**src/fdmd_ram.sv**
```systemverilog
// Generic single-write, single-read synchronous RAM with a registered read port.
// No dependencies.
module fdmd_ram #(
  parameter int WIDTH = 8,
  parameter int DEPTH = 16
) (
  input  logic                                   clk_i,
  input  logic                                   we_i,
  input  logic [((DEPTH > 1) ? $clog2(DEPTH) : 1)-1:0] waddr_i,
  input  logic [WIDTH-1:0]                       wdata_i,
  input  logic                                   re_i,
  input  logic [((DEPTH > 1) ? $clog2(DEPTH) : 1)-1:0] raddr_i,
  output logic [WIDTH-1:0]                       rdata_o
);

  logic [WIDTH-1:0] mem_q [DEPTH];
  logic [WIDTH-1:0] rdata_q;

  always_ff @(posedge clk_i) begin
    if (we_i) begin
      mem_q[waddr_i] <= wdata_i;
    end
    if (re_i) begin
      rdata_q <= mem_q[raddr_i];
    end
  end

  assign rdata_o = rdata_q;

endmodule

```
**config.mk**
```make
export PLATFORM = sky130hd
export DESIGN_NAME = fdmd_ram
export DESIGN_NICKNAME = d
export VERILOG_FILES = /design/src/fdmd_ram.sv
export SDC_FILE = /design/constraint.sdc
export NUM_CORES = 1
export LEC_CHECK = 0
export ABC_AREA = 1
export BUFFER_PORTS_ARGS = -buffer_cell sky130_fd_sc_hd__buf_2
export CORE_UTILIZATION = 65
export CTS_CLUSTER_SIZE = 10
export DETAILED_ROUTE_END_ITERATION = 10
export PLACE_DENSITY = 0.84
export SYNTH_ARGS = -nofsm -noshare
export SYNTH_HDL_FRONTEND = slang
export SYNTH_SLANG_ARGS = --single-unit
```
**constraint.sdc**
```tcl
create_clock -name clk_i -period 2.1 [get_ports clk_i]
set_input_delay 0.315 -clock clk_i [delete_from_list [all_inputs] [get_ports clk_i]]
set_output_delay 0.315 -clock clk_i [all_outputs]
set_load 0.005 [all_outputs]
```
; ---- Yosys cells after proc, flatten, opt, wreduce, memory -nomap -nowiden
; Memory sizes are Yosys's and may differ from the RTL's. A register that Yosys moved wholly into a read port is not among the register bits.
; Index checks and enable logic that the tools add are counted.
[op_classes]
muxes = 2
[ops]
columns = op, n
row1 = two-way mux 1 bit, 2
[totals]
in_bits = 19
wordCells = 3
mem_bits_rw = 128
out_inout_bits = 8
memories = 1
regBits = 0
[memory_table]
columns = memory, depth, width, rd, rd_ports_with_merged_regs, wr, line
row1 = mem_q, 16, 8, 1, 1, 1, 16  ; logic [WIDTH-1:0] mem_q [DEPTH];

; ---- Logic depth before layout (Yosys ltp)
; Gate-level depths: netlist of the first run.
[depth]
word_depth = 2
ltp_mapped = 8
mapped_depth_nobuf = 7

; ---- Least setup slack after synthesis of the first run
; No wires, ideal clock.
[synth_path]
path_kind = in2reg
startpoint = input port waddr_i[2] (netlist name)
endpoint = memory mem_q[10][0], enable pin
setup_time_ps = 370
cell_stages = 2
required_ps = 1730
path_buffers = 0
setup_slack_ps = 834
arrival_time_ps = 896
path_cell_list = nand3b_1 nor2_1
[synth_lines]
columns = element, line
row1 = start: declaration, 9  ; input logic [((DEPTH > 1) ? $clog2(DEPTH) : 1)-1:0] waddr_i,
row2 = end: declaration, 16
; No word-level cell before the write port.

; ---- Worst setup path after layout of the first run
[layout_path]
startpoint = register rdata_q[4] (netlist: rdata_o[4]), read port of mem_q
endpoint = output port rdata_o[4]
[layout_lines]
columns = element, line
row1 = start: declaration, 17  ; logic [WIDTH-1:0] rdata_q;
row2 = end: declaration, 13  ; output logic [WIDTH-1:0] rdata_o
; No word-level cell between the ends.

==> results of run 1 <==
## path summary, 6_finish.rpt
| path | startpoint | end | slack (ps) | cells past startpoint |
|---|---|---|---|---|
| setup / recovery | rdata_o[4]$_DFFE_PP_ | rdata_o[4] | 720 | 1 |
| hold / removal | re_i | rdata_o[5]$_DFFE_PP_ | 170 | 1 |
| setup reg to reg | mem_q[1][3]$_DFFE_PP_ | rdata_o[3]$_DFFE_PP_ | 870 | 6 |
| hold reg to reg | mem_q[14][7]$_DFFE_PP_ | rdata_o[7]$_DFFE_PP_ | 770 | 6 |
## layout make-up
| class | count | area share (%) |
|---|---|---|
| tap | 108 | 2.034 |
| clock buffer | 18 | 6.290 |
| sequential | 136 | 61.47 |
| timing repair buffer | 39 | 3.804 |
| inverter | 102 | 5.763 |
| clock inverter | 14 | 2.373 |
| multi-input combinational | 289 | 18.27 |
## metal layers
metal / up-vias / wire length (microns)
li1: 1847 / -
met1: 1930 / 4807
met2: 275 / 6654
met3: 35 / 1437
met4: 0 / 344
met5: - / 0
## logic make-up after synthesis
logic type	synth area share, %
DFF	69.85
and+or+nand+nor	20.76
buffers and inverters	9.394
## layout by cell type (no fill, tap or decap), drive strengths merged
cell type / synthesis / layout
nand2: 173 / 173
edfxtp: 136 / 136
inv: 102 / 102
nand3: 97 / 97
buf: 24 / 39
clkbuf: 0 / 18
nor2: 17 / 17
clkinv: 0 / 7
clkinvlp: 0 / 4
bufinv: 0 / 3
nand3b: 2 / 2
## power by group
part           leakage [uW]  internal (uW)  switching [uW]
sequential          0.00124           3060            17.1
clock              0.000267           1790            1070
combinational       0.00137            104             268
total               0.00287           4950            1350
## sequential cells by signal, indices dropped and copies added (netlist names)
signal and cells:
mem_q 128, rdata_o 8
## metrics by stage
step / cells / power [uW]
floorplan: 551 / 3344
global placement: 674 / 3470
detailed placement: 674 / 3484
CTS: 706 / 6309
global route: 706 / 6475
finish: 706 / 6306
## synth_stat cells, drive strengths merged
master    n  share of area, %
inv     102               6.5
nor2     17               1.1
buf      24               2.8
nand3b    2              0.26
edfxtp  136                70
nand3    97               8.3
nand2   173                11
==> summary.txt, run 1 <==
maximum number of pins on one net before global-route repair -> 65
Final Skew -> 5.277 ps
clock slew at reported path FFs -> 60 ps
DR vias -> 4087
Resized Gates After CTS -> 0
Syn. warnings -> 0
syn_nets -> 570
total gr overflow -> 0
RSZ-0062 raised after global routing -> false
H-tree Lvls -> 4
hold_buf cts -> 0
CP max stage delay -> 410 ps
fin util -> 76.18%
share of layout cells above drive strength 1 -> 11.37%
Final Critical Period -> 1383 ps
WP data arrival -> 1070 ps
Final ANT Viol Nets -> 0
CTS sink count -> 136
Final Setup Violations -> 0
Iter 0 DRT Violations -> 423
Buf+Inv Stages, Crit Path -> 1
hpwl dp -> 7.620 mm
Seq. cell area -> 4084 sq um
die width -> 96.84 microns
Slew HR -> 42.93%
max_cap viols -> 0
Rows -> 34
via/cell ratio -> 5.789
setup ws final -> 716.9 ps
vias in the first global route -> 4019
netlist area before placement -> 5847 sq um
first-pass GRT wire length -> 20.53 mm
DRC -> 2
status -> finished, violations left
Worst Setup End Kind -> output port
CP max FO -> 1
crit-path leading delay family -> flip-flops
worst hold path class -> in2reg
final hold vios -> 0
Final #Nets -> 604
fmax -> 0.7230 GHz
Syn Inst Count -> 551
routed wire length -> 13.24 mm
GRT met1 Usage -> 38.15%
Post-Place Cell Area -> 6068 sq um
CTS Buf Count -> 17
clock latency on the worst-skew pair -> 510 ps
core area -> 8721 sq um
GRT Util Overall -> 29.70%
met2 usage in global routing -> 48.81%
number of diodes -> 0
CTS tree -> built
Most Crowded Layer GR -> met2
Final Instance Area -> 6644 sq um
grt met3 use -> 6.142%
IO buf count -> 26
Die Y -> 96.84 microns
FF+latch count, synth -> 136
Max VDD drop -> 638.3 uV
area growth from synthesis to layout -> 13.63%
initial core utilization -> 67.04%
Routed WL per cell -> 18.76 microns
GP Congestion -> 0.8887
Netlist cell types -> 11
initial antenna violation count -> 0
Slew Viols, Final -> 0
Pre-Repair DR Iteration Count -> 11
critical path cell sequence -> buf_2
Crit-path slowest cell -> edfxtp_1
pre-CTS setup slack -> 385.3 ps
sequential area share after synthesis -> 69.85%
WP data required -> 1780 ps
Mean Syn Cell Area -> 10.61 sq um
CTS root buffer -> clkbuf_8
Worst-Margin Slew -> 852.9 ps
Die ar. -> 9378 sq um
final hold slack -> 168.3 ps
setup TNS -> 0 ps
PwrDens -> 949.2 nW/um^2
fill count -> 507
setup bufs post-CTS -> 0
failing checks -> design-rule violations
multi-input logic area -> 1214 sq um
Tcrit/Tclk final -> 65.86%
type of origin of the critical path -> flip-flop
Crit Path Class -> reg2out
Leak -> 0.002874 uW
io pins -> 27
Clock Path Buffers -> 2
No activity file was read; power rests on OpenSTA's default activity.
==> run 2: changes to the inputs <==
- CORE_UTILIZATION: 65 -> 61
- PLACE_DENSITY: 0.84 -> 0.79
- clock period: 2.1 -> 1.35 ns (I/O delays scaled with it)
==> run 2 against run 1 <==
Compared with the run above:
- the flow now finishes without violations
- wire length up 6.0%
- clock skew down 0.69 ps
- total power up 61%
- first-iteration DRC count up 62%
- register-to-register slack worse by 700 ps
- combinational power up 65%
- die area up 6.4%
- final area up 2.7%
- global-route usage up 0.85 points
- final cell count up 5.0%
- critical endpoint is now rdata_o[6]
- largest cell class unchanged
- highest routed layer unchanged
==> summary.txt, run 2 (same netlist as run 1, synthesis figures left out) <==
commonest non-fill, non-tap cell in the layout -> nand2_1
GP Congestion -> 0.8574 (-3.5%)
PwrDens -> 1484 nW/um^2 (+56%)
initial antenna violation count -> 0 (unchanged)
share of layout cells above drive strength 1 -> 14.05% (+2.7 points)
CTS Buf Count -> 17 (unchanged)
critical path cell sequence -> buf_2
final hold vios -> 0 (unchanged)
reg2reg setup slack -> 170 ps (-700 ps)
max_cap viols -> 0 (unchanged)
Worst Setup End Kind -> output port
Finished Layout Cells -> 741 (+5.0%)
Final #Nets -> 618 (+2.3%)
WP data required -> 1150 ps (-630 ps)
crit-path leading delay family -> flip-flops
Slew HR -> 59.43% (+16 points)
initial core utilization -> 62.98% (-4.1 points)
hpwl dp -> 8.230 mm (+8.0%)
io pins -> 27 (unchanged)
Rows -> 35 (+2.9%)
first-pass GRT wire length -> 21.91 mm (+6.8%)
Buf+Inv Stages, Crit Path -> 1 (unchanged)
Crit-path slowest cell -> edfxtp_1
CP max FO -> 1 (unchanged)
CTS root buffer -> clkbuf_8
Pre-Repair DR Iteration Count -> 6 (-5)
hold_buf cts -> 0 (unchanged)
worst hold path class -> in2reg
Slew Viols, Final -> 0 (unchanged)
DR vias -> 4193 (+2.6%)
Largest register FFs -> 128 (unchanged)
GRT Util Overall -> 30.56% (+0.85 points)
WP data arrival -> 1080 ps (about the same)
via/cell ratio -> 5.659 (-2.3%)
Die ar. -> 9981 sq um (+6.4%)
Most Crowded Layer GR -> met2
Final Skew -> 4.587 ps (-0.6902 ps)
Clock Path Buffers -> 2 (unchanged)
maximum number of pins on one net before global-route repair -> 33 (-49%)
Cells after DPL -> 709 (+5.2%)
Worst-Margin Slew -> 607.7 ps (-245.2 ps)
CP max stage delay -> 410 ps (about the same)
Resized Gates After CTS -> 0 (unchanged)
RSZ-0062 raised after global routing -> false
GRT met1 Usage -> 41.88% (+3.7 points)
Routed WL per cell -> 18.94 microns (+0.96%)
CTS tree -> built
DRC -> 0 (-2)
Final ANT Viol Nets -> 0 (unchanged)
final hold slack -> 68.76 ps (-99.51 ps)
IO buf count -> 26 (unchanged)
Tcrit/Tclk final -> 95.19%
Final Critical Period -> 1285 ps
CTS sink count -> 136 (unchanged)
fmax -> 0.7782 GHz
total gr overflow -> 0 (unchanged)
Most flops, register -> mem_q
type of origin of the critical path -> flip-flop
number of diodes -> 0 (unchanged)
vias in the first global route -> 3994 (-0.62%)
clock latency on the worst-skew pair -> 520 ps (about the same)
Max VDD drop -> 907.1 uV (+42%)
area growth from synthesis to layout -> 16.76%
status -> complete, no violations
clock slew at reported path FFs -> 60 ps (about the same)
Final Setup Violations -> 0 (unchanged)
routed wire length -> 14.03 mm (+6.0%)
Leak -> 0.002976 uW (+3.5%)
met2 usage in global routing -> 48.01% (-0.80 points)
Iter 0 DRT Violations -> 685 (+62%)
die width -> 99.91 microns (+3.2%)
core area -> 9284 sq um (+6.5%)
most frequent cells in the layout -> nand2_1 (173), edfxtp_1 (136), inv_1 (100), nand3_1 (97), buf_2 (26)
setup bufs post-CTS -> 0 (unchanged)
Crit Path Class -> reg2out
Die Y -> 99.91 microns (+3.2%)
grt met3 use -> 5.919% (-0.22 points)
H-tree Lvls -> 4 (unchanged)
run 2: changes by cell type in the layout (fill, tap and decap cells not counted), sizes merged:
cell,previous run,this run
buf,39,53
bufinv,3,4
clkbuf,18,17
clkinv,7,5
clkinvlp,4,3
inv,102,105
run 2: final timing paths:
path / from / endpoint / cells after the start
max: rdata_o[6]$_DFFE_PP_ / rdata_o[6] / 1
min: re_i / rdata_o[2]$_DFFE_PP_ / 1
max reg2reg: mem_q[15][2]$_DFFE_PP_ / rdata_o[2]$_DFFE_PP_ / 6
min reg2reg: mem_q[10][0]$_DFFE_PP_ / rdata_o[0]$_DFFE_PP_ / 6
run 2: routing by layer:
metal	part of all wire, %	vias up
li1	-	1874
met1	36	1920
met2	47	344
met3	13	55
met4	3.9	0
met5	0	-
run 2: through the flow:
stage | cell area, sq um | total power, uW | setup TNS, ps | setup WS [ps] | utilization [%]
5_1_grt | 6827 | 10380 | 0 | 40.40 | 73.53
4_1_cts | 6827 | 10150 | 0 | 52.94 | 73.53
6_report | 6827 | 10130 | 0 | 64.98 | 73.53
2_1_floorplan | 5847 | 5202 | 0 | 196.7 | -
3_5_place_dp | 6212 | 5460 | -238.3 | -62.61 | 66.91
3_3_place_gp | 6212 | 5438 | -72.84 | -34.62 | 66.91
run 2: where the power goes:
group | internal (uW) | switching [uW]
registers | 4760 | 28.7
logic | 184 | 429
clock network | 3000 | 1720
run 2: area by class of cell:
| class | instances | area (sq um) |
|---|---|---|
| clock buffer | 17 | 414.1 |
| clock inverter | 15 | 200.2 |
| fill | 587 | 2457 |
| inverter | 102 | 382.9 |
| multi-input combinational | 289 | 1214 |
| sequential | 136 | 4084 |
| tap | 129 | 161.4 |
| timing repair buffer | 53 | 370.4 |
